### src/rtl/mbps_pkg.sv
// Shared types and constants for the masked byte pattern scanner.
package mbps_pkg;

  localparam int WIN_DEPTH  = 16;
  localparam int ADDR_W     = 48;
  localparam int LEN_W      = 5;
  localparam int CFG_IDX_W  = 3;
  localparam int CFG_DATA_W = 64;

  // Configuration register indexes
  localparam logic [CFG_IDX_W-1:0] REG_PAT_LO   = 3'd0;
  localparam logic [CFG_IDX_W-1:0] REG_PAT_HI   = 3'd1;
  localparam logic [CFG_IDX_W-1:0] REG_CARE     = 3'd2;
  localparam logic [CFG_IDX_W-1:0] REG_LEN      = 3'd3;
  localparam logic [CFG_IDX_W-1:0] REG_REP_ALL  = 3'd4;
  localparam logic [CFG_IDX_W-1:0] REG_BASE     = 3'd5;

  localparam logic [LEN_W-1:0] LEN_RESET = 5'd1;

  typedef logic [WIN_DEPTH-1:0][7:0] win_t;

  typedef struct packed {
    logic [WIN_DEPTH-1:0][7:0] pattern;
    logic [WIN_DEPTH-1:0]      care;
    logic [LEN_W-1:0]          len;
    logic                      report_all;
    logic [ADDR_W-1:0]         base;
  } cfg_t;

endpackage

### src/rtl/mbps_cfg.sv
// Configuration register file for the scanner.
module mbps_cfg (
  input  logic                              clk,
  input  logic                              rst_n,
  input  logic                              cfg_valid,
  output logic                              cfg_ready,
  input  logic [mbps_pkg::CFG_IDX_W-1:0]    cfg_index,
  input  logic [mbps_pkg::CFG_DATA_W-1:0]   cfg_data,
  output mbps_pkg::cfg_t                    cfg
);
  import mbps_pkg::*;

  cfg_t cfg_r;
  cfg_t cfg_nxt;

  assign cfg_ready = 1'b1;
  assign cfg       = cfg_r;

  always_comb begin
    cfg_nxt = cfg_r;
    if (cfg_valid) begin
      case (cfg_index)
        REG_PAT_LO:  cfg_nxt.pattern[7:0]  = cfg_data;
        REG_PAT_HI:  cfg_nxt.pattern[15:8] = cfg_data;
        REG_CARE:    cfg_nxt.care          = cfg_data[WIN_DEPTH-1:0];
        REG_LEN:     cfg_nxt.len           = cfg_data[LEN_W-1:0];
        REG_REP_ALL: cfg_nxt.report_all    = cfg_data[0];
        REG_BASE:    cfg_nxt.base          = cfg_data[ADDR_W-1:0];
        default:     cfg_nxt               = cfg_r;
      endcase
    end
  end

  always_ff @(posedge clk) begin
    if (!rst_n) begin
      cfg_r <= '{pattern: '0, care: '0, len: LEN_RESET, report_all: 1'b0, base: '0};
    end else begin
      cfg_r <= cfg_nxt;
    end
  end

endmodule

### src/rtl/mbps_match.sv
// Parallel masked compare of the byte window and match address calculation.
module mbps_match #(
  parameter int PATTERN_MAX = 16,
  parameter int COUNT_BITS  = 32
) (
  input  mbps_pkg::cfg_t               cfg,
  input  mbps_pkg::win_t               win,
  input  logic [COUNT_BITS-1:0]        count,
  output logic                         hit,
  output logic [mbps_pkg::ADDR_W-1:0]  addr
);
  import mbps_pkg::*;

  logic len_ok;
  logic cnt_ok;

  assign len_ok = (cfg.len != '0) && (cfg.len <= LEN_W'(PATTERN_MAX));
  assign cnt_ok = count >= COUNT_BITS'(cfg.len);

  // Pattern byte j lines up with window entry len-1-j (entry 0 is newest).
  always_comb begin
    logic [3:0] idx;
    hit = len_ok && cnt_ok;
    for (int j = 0; j < PATTERN_MAX; j++) begin
      idx = 4'(cfg.len - LEN_W'(1) - LEN_W'(j));
      if ((LEN_W'(j) < cfg.len) && cfg.care[j] && (win[idx] != cfg.pattern[j])) begin
        hit = 1'b0;
      end
    end
  end

  assign addr = cfg.base + (ADDR_W'(count) - ADDR_W'(cfg.len));

endmodule

### src/rtl/masked_byte_pattern_scanner.sv
// Top level of the masked byte pattern scanner: window, pipeline and result register.
//
// Channel   Dir  Handshake          Payload
// in_       in   tvalid/tready      tdata = data_byte, tlast = region_end
// out_      out  tvalid/tready      tdata = match_address, tuser = {any_found, match_valid},
//                                   tlast = region_done
// cfg_      in   valid/ready        index = register number, data = value
//
// One byte per cycle sustained while the output is not stalled: a byte is
// registered into the window, then the window stage compares the whole window
// in parallel and loads the result register.
// Synchronous active-low reset clears the window, byte count, valid and found flags and config.
// An output stall holds one byte in the window stage and then drops in_tready.
module masked_byte_pattern_scanner #(
  parameter int PATTERN_MAX = 16,
  parameter int COUNT_BITS  = 32
) (
  input  logic                              clk,
  input  logic                              rst_n,
  // input stream
  input  logic                              in_tvalid,
  output logic                              in_tready,
  input  logic [7:0]                        in_tdata,   // [7:0] data_byte
  input  logic                              in_tlast,   // region_end
  // result stream
  output logic                              out_tvalid,
  input  logic                              out_tready,
  output logic [mbps_pkg::ADDR_W-1:0]       out_tdata,  // [47:0] match_address
  output logic [1:0]                        out_tuser,  // [0] match_valid, [1] any_found
  output logic                              out_tlast,  // region_done
  // configuration writes
  input  logic                              cfg_valid,
  output logic                              cfg_ready,
  input  logic [mbps_pkg::CFG_IDX_W-1:0]    cfg_index,
  input  logic [mbps_pkg::CFG_DATA_W-1:0]   cfg_data
);
  import mbps_pkg::*;

  cfg_t cfg;

  // window stage (input register)
  win_t                  win_r;
  logic [COUNT_BITS-1:0] seen_r;
  logic [COUNT_BITS-1:0] seen_inc;
  logic [COUNT_BITS-1:0] a_cnt_r;
  logic                  a_last_r;
  logic                  a_vld_r;

  // found flag of the current region
  logic                  found_r;
  logic                  found_nxt;

  // result register
  logic                  out_vld_r;
  logic                  out_match_r;
  logic [ADDR_W-1:0]     out_addr_r;
  logic                  out_last_r;
  logic                  out_any_r;

  logic                  in_acc;
  logic                  a_adv;
  logic                  hit;
  logic                  report;
  logic                  emit;
  logic [ADDR_W-1:0]     match_addr;

  mbps_cfg u_cfg (
    .clk       (clk),
    .rst_n     (rst_n),
    .cfg_valid (cfg_valid),
    .cfg_ready (cfg_ready),
    .cfg_index (cfg_index),
    .cfg_data  (cfg_data),
    .cfg       (cfg)
  );

  mbps_match #(
    .PATTERN_MAX (PATTERN_MAX),
    .COUNT_BITS  (COUNT_BITS)
  ) u_match (
    .cfg   (cfg),
    .win   (win_r),
    .count (a_cnt_r),
    .hit   (hit),
    .addr  (match_addr)
  );

  // Advance the window stage when the result register is free or drains now.
  assign a_adv     = a_vld_r && (!out_vld_r || out_tready);
  assign in_tready = !a_vld_r || a_adv;
  assign in_acc    = in_tvalid && in_tready;

  // Byte count saturates at all ones.
  assign seen_inc = (seen_r == '1) ? seen_r : seen_r + COUNT_BITS'(1);

  // Report every hit in report-all mode, else only the first of the region.
  assign report    = hit && (cfg.report_all || !found_r);
  assign emit      = report || a_last_r;
  assign found_nxt = a_last_r ? 1'b0 : (found_r || hit);

  always_ff @(posedge clk) begin
    if (!rst_n) begin
      win_r    <= '0;
      seen_r   <= '0;
      a_vld_r  <= 1'b0;
    end else begin
      if (in_acc) begin
        win_r    <= {win_r[WIN_DEPTH-2:0], in_tdata};
        a_cnt_r  <= seen_inc;
        a_last_r <= in_tlast;
        // clear the count after the region's last byte
        seen_r   <= in_tlast ? '0 : seen_inc;
        a_vld_r  <= 1'b1;
      end else if (a_adv) begin
        a_vld_r  <= 1'b0;
      end
    end
  end

  always_ff @(posedge clk) begin
    if (!rst_n) begin
      found_r   <= 1'b0;
      out_vld_r <= 1'b0;
    end else begin
      if (a_adv) begin
        found_r   <= found_nxt;
        out_vld_r <= emit;
      end else if (out_tready) begin
        out_vld_r <= 1'b0;
      end
    end
  end

  // Payload of the result register needs no reset.
  always_ff @(posedge clk) begin
    if (a_adv && emit) begin
      out_match_r <= report;
      out_addr_r  <= report ? match_addr : '0;
      out_last_r  <= a_last_r;
      out_any_r   <= found_r || hit;
    end
  end

  assign out_tvalid = out_vld_r;
  assign out_tdata  = out_addr_r;
  assign out_tuser  = {out_any_r, out_match_r};
  assign out_tlast  = out_last_r;

  // A result always carries a match or a region end.
  a_no_empty_result: assert property (@(posedge clk) disable iff (!rst_n)
    out_vld_r |-> (out_match_r || out_last_r))
    else $error("empty result");

  // A reported match implies the region found flag.
  a_match_sets_found: assert property (@(posedge clk) disable iff (!rst_n)
    (out_vld_r && out_match_r) |-> out_any_r)
    else $error("match without found flag");

  // No match means zero address.
  a_addr_zero: assert property (@(posedge clk) disable iff (!rst_n)
    (out_vld_r && !out_match_r) |-> (out_addr_r == '0))
    else $error("address set without match");

  // The count restarts after a region's last byte.
  a_count_clear: assert property (@(posedge clk) disable iff (!rst_n)
    (in_acc && in_tlast) |=> (seen_r == '0))
    else $error("count not cleared at region end");

endmodule

### config.mk
export PLATFORM = sky130hd
export DESIGN_NAME = masked_byte_pattern_scanner
export DESIGN_NICKNAME = d
export VERILOG_FILES = /design/src/rtl/mbps_pkg.sv /design/src/rtl/mbps_cfg.sv /design/src/rtl/mbps_match.sv /design/src/rtl/masked_byte_pattern_scanner.sv
export SDC_FILE = /design/constraint.sdc
export NUM_CORES = 1
export LEC_CHECK = 0
export BUFFER_PORTS_ARGS = -buffer_cell sky130_fd_sc_hd__buf_2
export CORE_ASPECT_RATIO = 0.7
export CORE_MARGIN = 8
export CORE_UTILIZATION = 54
export CTS_CLUSTER_SIZE = 20
export DETAILED_ROUTE_END_ITERATION = 10
export MAX_ROUTING_LAYER = met4
export PLACE_DENSITY_LB_ADDON = 0.05
export SLEW_MARGIN = 20
export SYNTH_ARGS = -nofsm -noshare
export SYNTH_HDL_FRONTEND = slang
export SYNTH_SLANG_ARGS = --single-unit
### constraint.sdc
create_clock -name clk -period 11.22 [get_ports clk]
set_input_delay 0.561 -clock clk [delete_from_list [all_inputs] [get_ports clk]]
set_output_delay 0.561 -clock clk [all_outputs]
set_load 0.05 [all_outputs]
==> reports/summary.txt <==
status: finished, final reports clean
combinational cell fraction of total power: 0.118
Resized cells post-CTS: 0
Max Clk Rate: 0.128 GHz
routability congestion estimate: 1.02
Synth top area share: 0.251
clock period minus worst slack: 7800 ps
cts hold-fix bufs: 0
worst path required time: 11440 ps
Yosys cell types: 80
Post-DP Area: 29700 um2
Worst Tran Pin Value: 1050 ps
Final Core Density: 0.597
CTS tree: yes
CTS clk-pin slew, worst paths: 60 ps
H-Tree Depth: 2
maxcap violations: 0
setup repair bufs after CTS: 0
Horiz. Die Dim: 292 um
Switching Fraction: 0.270
top cells by count, synth: nand2_1 (709), dfxtp_1 (361), a21boi_0 (327)
grt total ovfl: 0
placed wire-length estimate: 70.6 mm
# rows: 70
final wirelength: 93.8 mm
Die Height: 209 um
Pleak: 11.9 nW
Post-synth EDFFs: 84
Final Cycle Share: 0.695
clock root cell: clkbuf_16
yosys warns: 0
most frequent cell after synthesis: nand2_1
Detail Route Antenna Nets: 0
sequential fraction of the synthesis area: 0.339
Critical Path Source Type: flop
die area: 61000 um2
layout cells sized above 1: 0.172
mapped cell area: 28800 um2
Hold Crit Class: input pin to flop
drt pass-1 iters: 6
Clock Skew: 29.7 ps
Internal: 2.73 mW
#FFs+latches synth: 445
Peak supply drop: 0.137 mV
CP max FO: 80
vias in the first global route: 22400
PD cells: 120 nW/um2
Synth area leader: dfxtp_1
Slew HR: 0.298
Flop pwr share: 0.454
syn_nets: 3294
IO Count: 135
via count: 24100
FF+latch area: 9750 um2
pin count of the biggest net entering global routing: 155
count of routing violations after the opening detailed-route iteration: 2600
I/O Buffers: 133
via density per instance: 6.24
Layout fillers: 4543
total track usage: 0.304
latest clock arrival within the worst-skew pair: 610 ps
critical path class: flop to flop
endpoints failing setup: 0
post-layout net count: 3291
Slew Limit Fails: 0
Clock power frac: 0.429
CP endpoint kind: flop
Top FF cell, synth: dfxtp_1
Starting Density: 0.549
post-synthesis async set-or-reset flop share: 0
initial antenna violation count: 1
mean post-synth cell area: 9.13 um2
arrival time at the worst endpoint: 8010 ps
Mapped Cells: 3150
unrepaired setup endpoints after global routing: false
Core ar.: 52400 um2
number of buffers created by CTS: 46
Finished Cell Area: 31300 um2
Worst R2R Setup Slack: 3420 ps
Area Growth Syn to Fin: 8.78%
dominant cells by area after synthesis: dfxtp_1 (25%), mux4_2 (11%), nand2_1 (9.3%), edfxtp_1 (8.8%), a21boi_0 (8.5%)
DRC viols: 0
Hold Violations, Final: 0
Avg WL per Cell: 24.2 um
Sink Count: 445
first-pass GRT wire length: 140 mm
multi-input logic area: 18100 um2
Net Switching: 1.01 mW
setup_tns: 0 ps
CTS max path bufs: 3
## power by group through the flow
stage / sequential [mW] / combinational, mW / clock, mW
final: 1.70 / 0.440 / 1.60
after global routing: 1.70 / 0.468 / 1.69
after CTS: 1.69 / 0.435 / 1.62
after detailed placement: 1.73 / 0.434 / 0
after global placement: 1.73 / 0.426 / 0
after floorplan: 1.76 / 0.270 / 0
## cell families (layout without fill, tap and decap cells)
group | Yosys count | count (layout) | share of synthesized area
AO/OA/AOI/OAI | 667 | 667 | 0.162
multiplexers | 343 | 343 | 0.186
buffers and inverters | 238 | 269 | 0.0348
other | 1 | 5 | 0.000130
AND/OR/NAND/NOR | 1173 | 1173 | 0.181
adder cells (fa/ha/maj) | 63 | 63 | 0.0279
XOR/XNOR | 220 | 220 | 0.0691
flip-flops | 445 | 445 | 0.339
## layer usage
layer,vias to the layer above,GRT usage,share of wire
li1,11200,-,-
met1,11900,0.433,0.46
met2,1005,0.414,0.41
met3,114,0.101,0.12
met4,0,0.0674,0.020
met5,-,-,0
## stage by stage
| step | hold WS (ps) | setup slack (ps) | power (mW) | instances |
|---|---|---|---|---|
| after floorplan | 440 | 1980 | 2.03 | 3150 |
| after global placement | 455 | 3680 | 2.15 | 3782 |
| after detailed placement | 460 | 3540 | 2.16 | 3782 |
| after CTS | 192 | 3480 | 3.75 | 3864 |
| after global routing | 213 | 3110 | 3.85 | 3866 |
| final | 217 | 3420 | 3.74 | 3869 |
## registers in the layout, indices dropped and copies added, names as in the netlist
register     flops
a_last_r         1
found_r          1
win_r          128
a_cnt_r         32
out_tvalid       1
seen_r          32
out_any_r        1
out_tlast        1
out_match_r      1
out_tdata       48
a_vld_r          1
u_cfg.cfg      198
## worst paths after layout
path / start / endpoint / depth (start not counted)
min: in_tdata[7] / win_r[7] / 3
max: u_cfg.cfg[50] / out_tdata[40] / 17
max reg2reg: u_cfg.cfg[50] / out_tdata[40] / 17
min reg2reg: u_cfg.cfg[59] / u_cfg.cfg[59] / 2
## cells in the final DEF (no fill, tap or decap), drive strengths merged, types with 78 or more instances in the layout
cell	instances
mux4	142
nor2	169
mux2	119
nand2	710
edfxtp	84
a21oi	122
mux2i	82
dfxtp	361
xor2	78
a21boi	327
xnor2	142
buf	163
## critical path, cell delays in order, from the launching register on
cell	delay [ps]
dfxtp_1	600
inv_1	310
ha_4	990
inv_1	170
ha_1	370
or4_4	480
a21o_1	200
a211oi_4	850
mux4_2	620
xor2_1	160
nor4_1	520
a21oi_1	200
a2111oi_4	450
and3_4	270
nand2_2	50
buf_4	320
a21oi_4	220
buf_4	560
## final cells by class
| cell class | instances | area share |
|---|---|---|
| Sequential cell | 445 | 0.312 |
| Multi-Input combinational cell | 2467 | 0.579 |
| Tap cell | 684 | 0.0274 |
| Clock buffer | 62 | 0.0417 |
| Inverter | 23 | 0.00284 |
| Antenna cell | 4 | 0.000320 |
| Timing Repair Buffer | 164 | 0.0296 |
| Clock inverter | 20 | 0.00732 |
(Power assumes the default switching activity.)
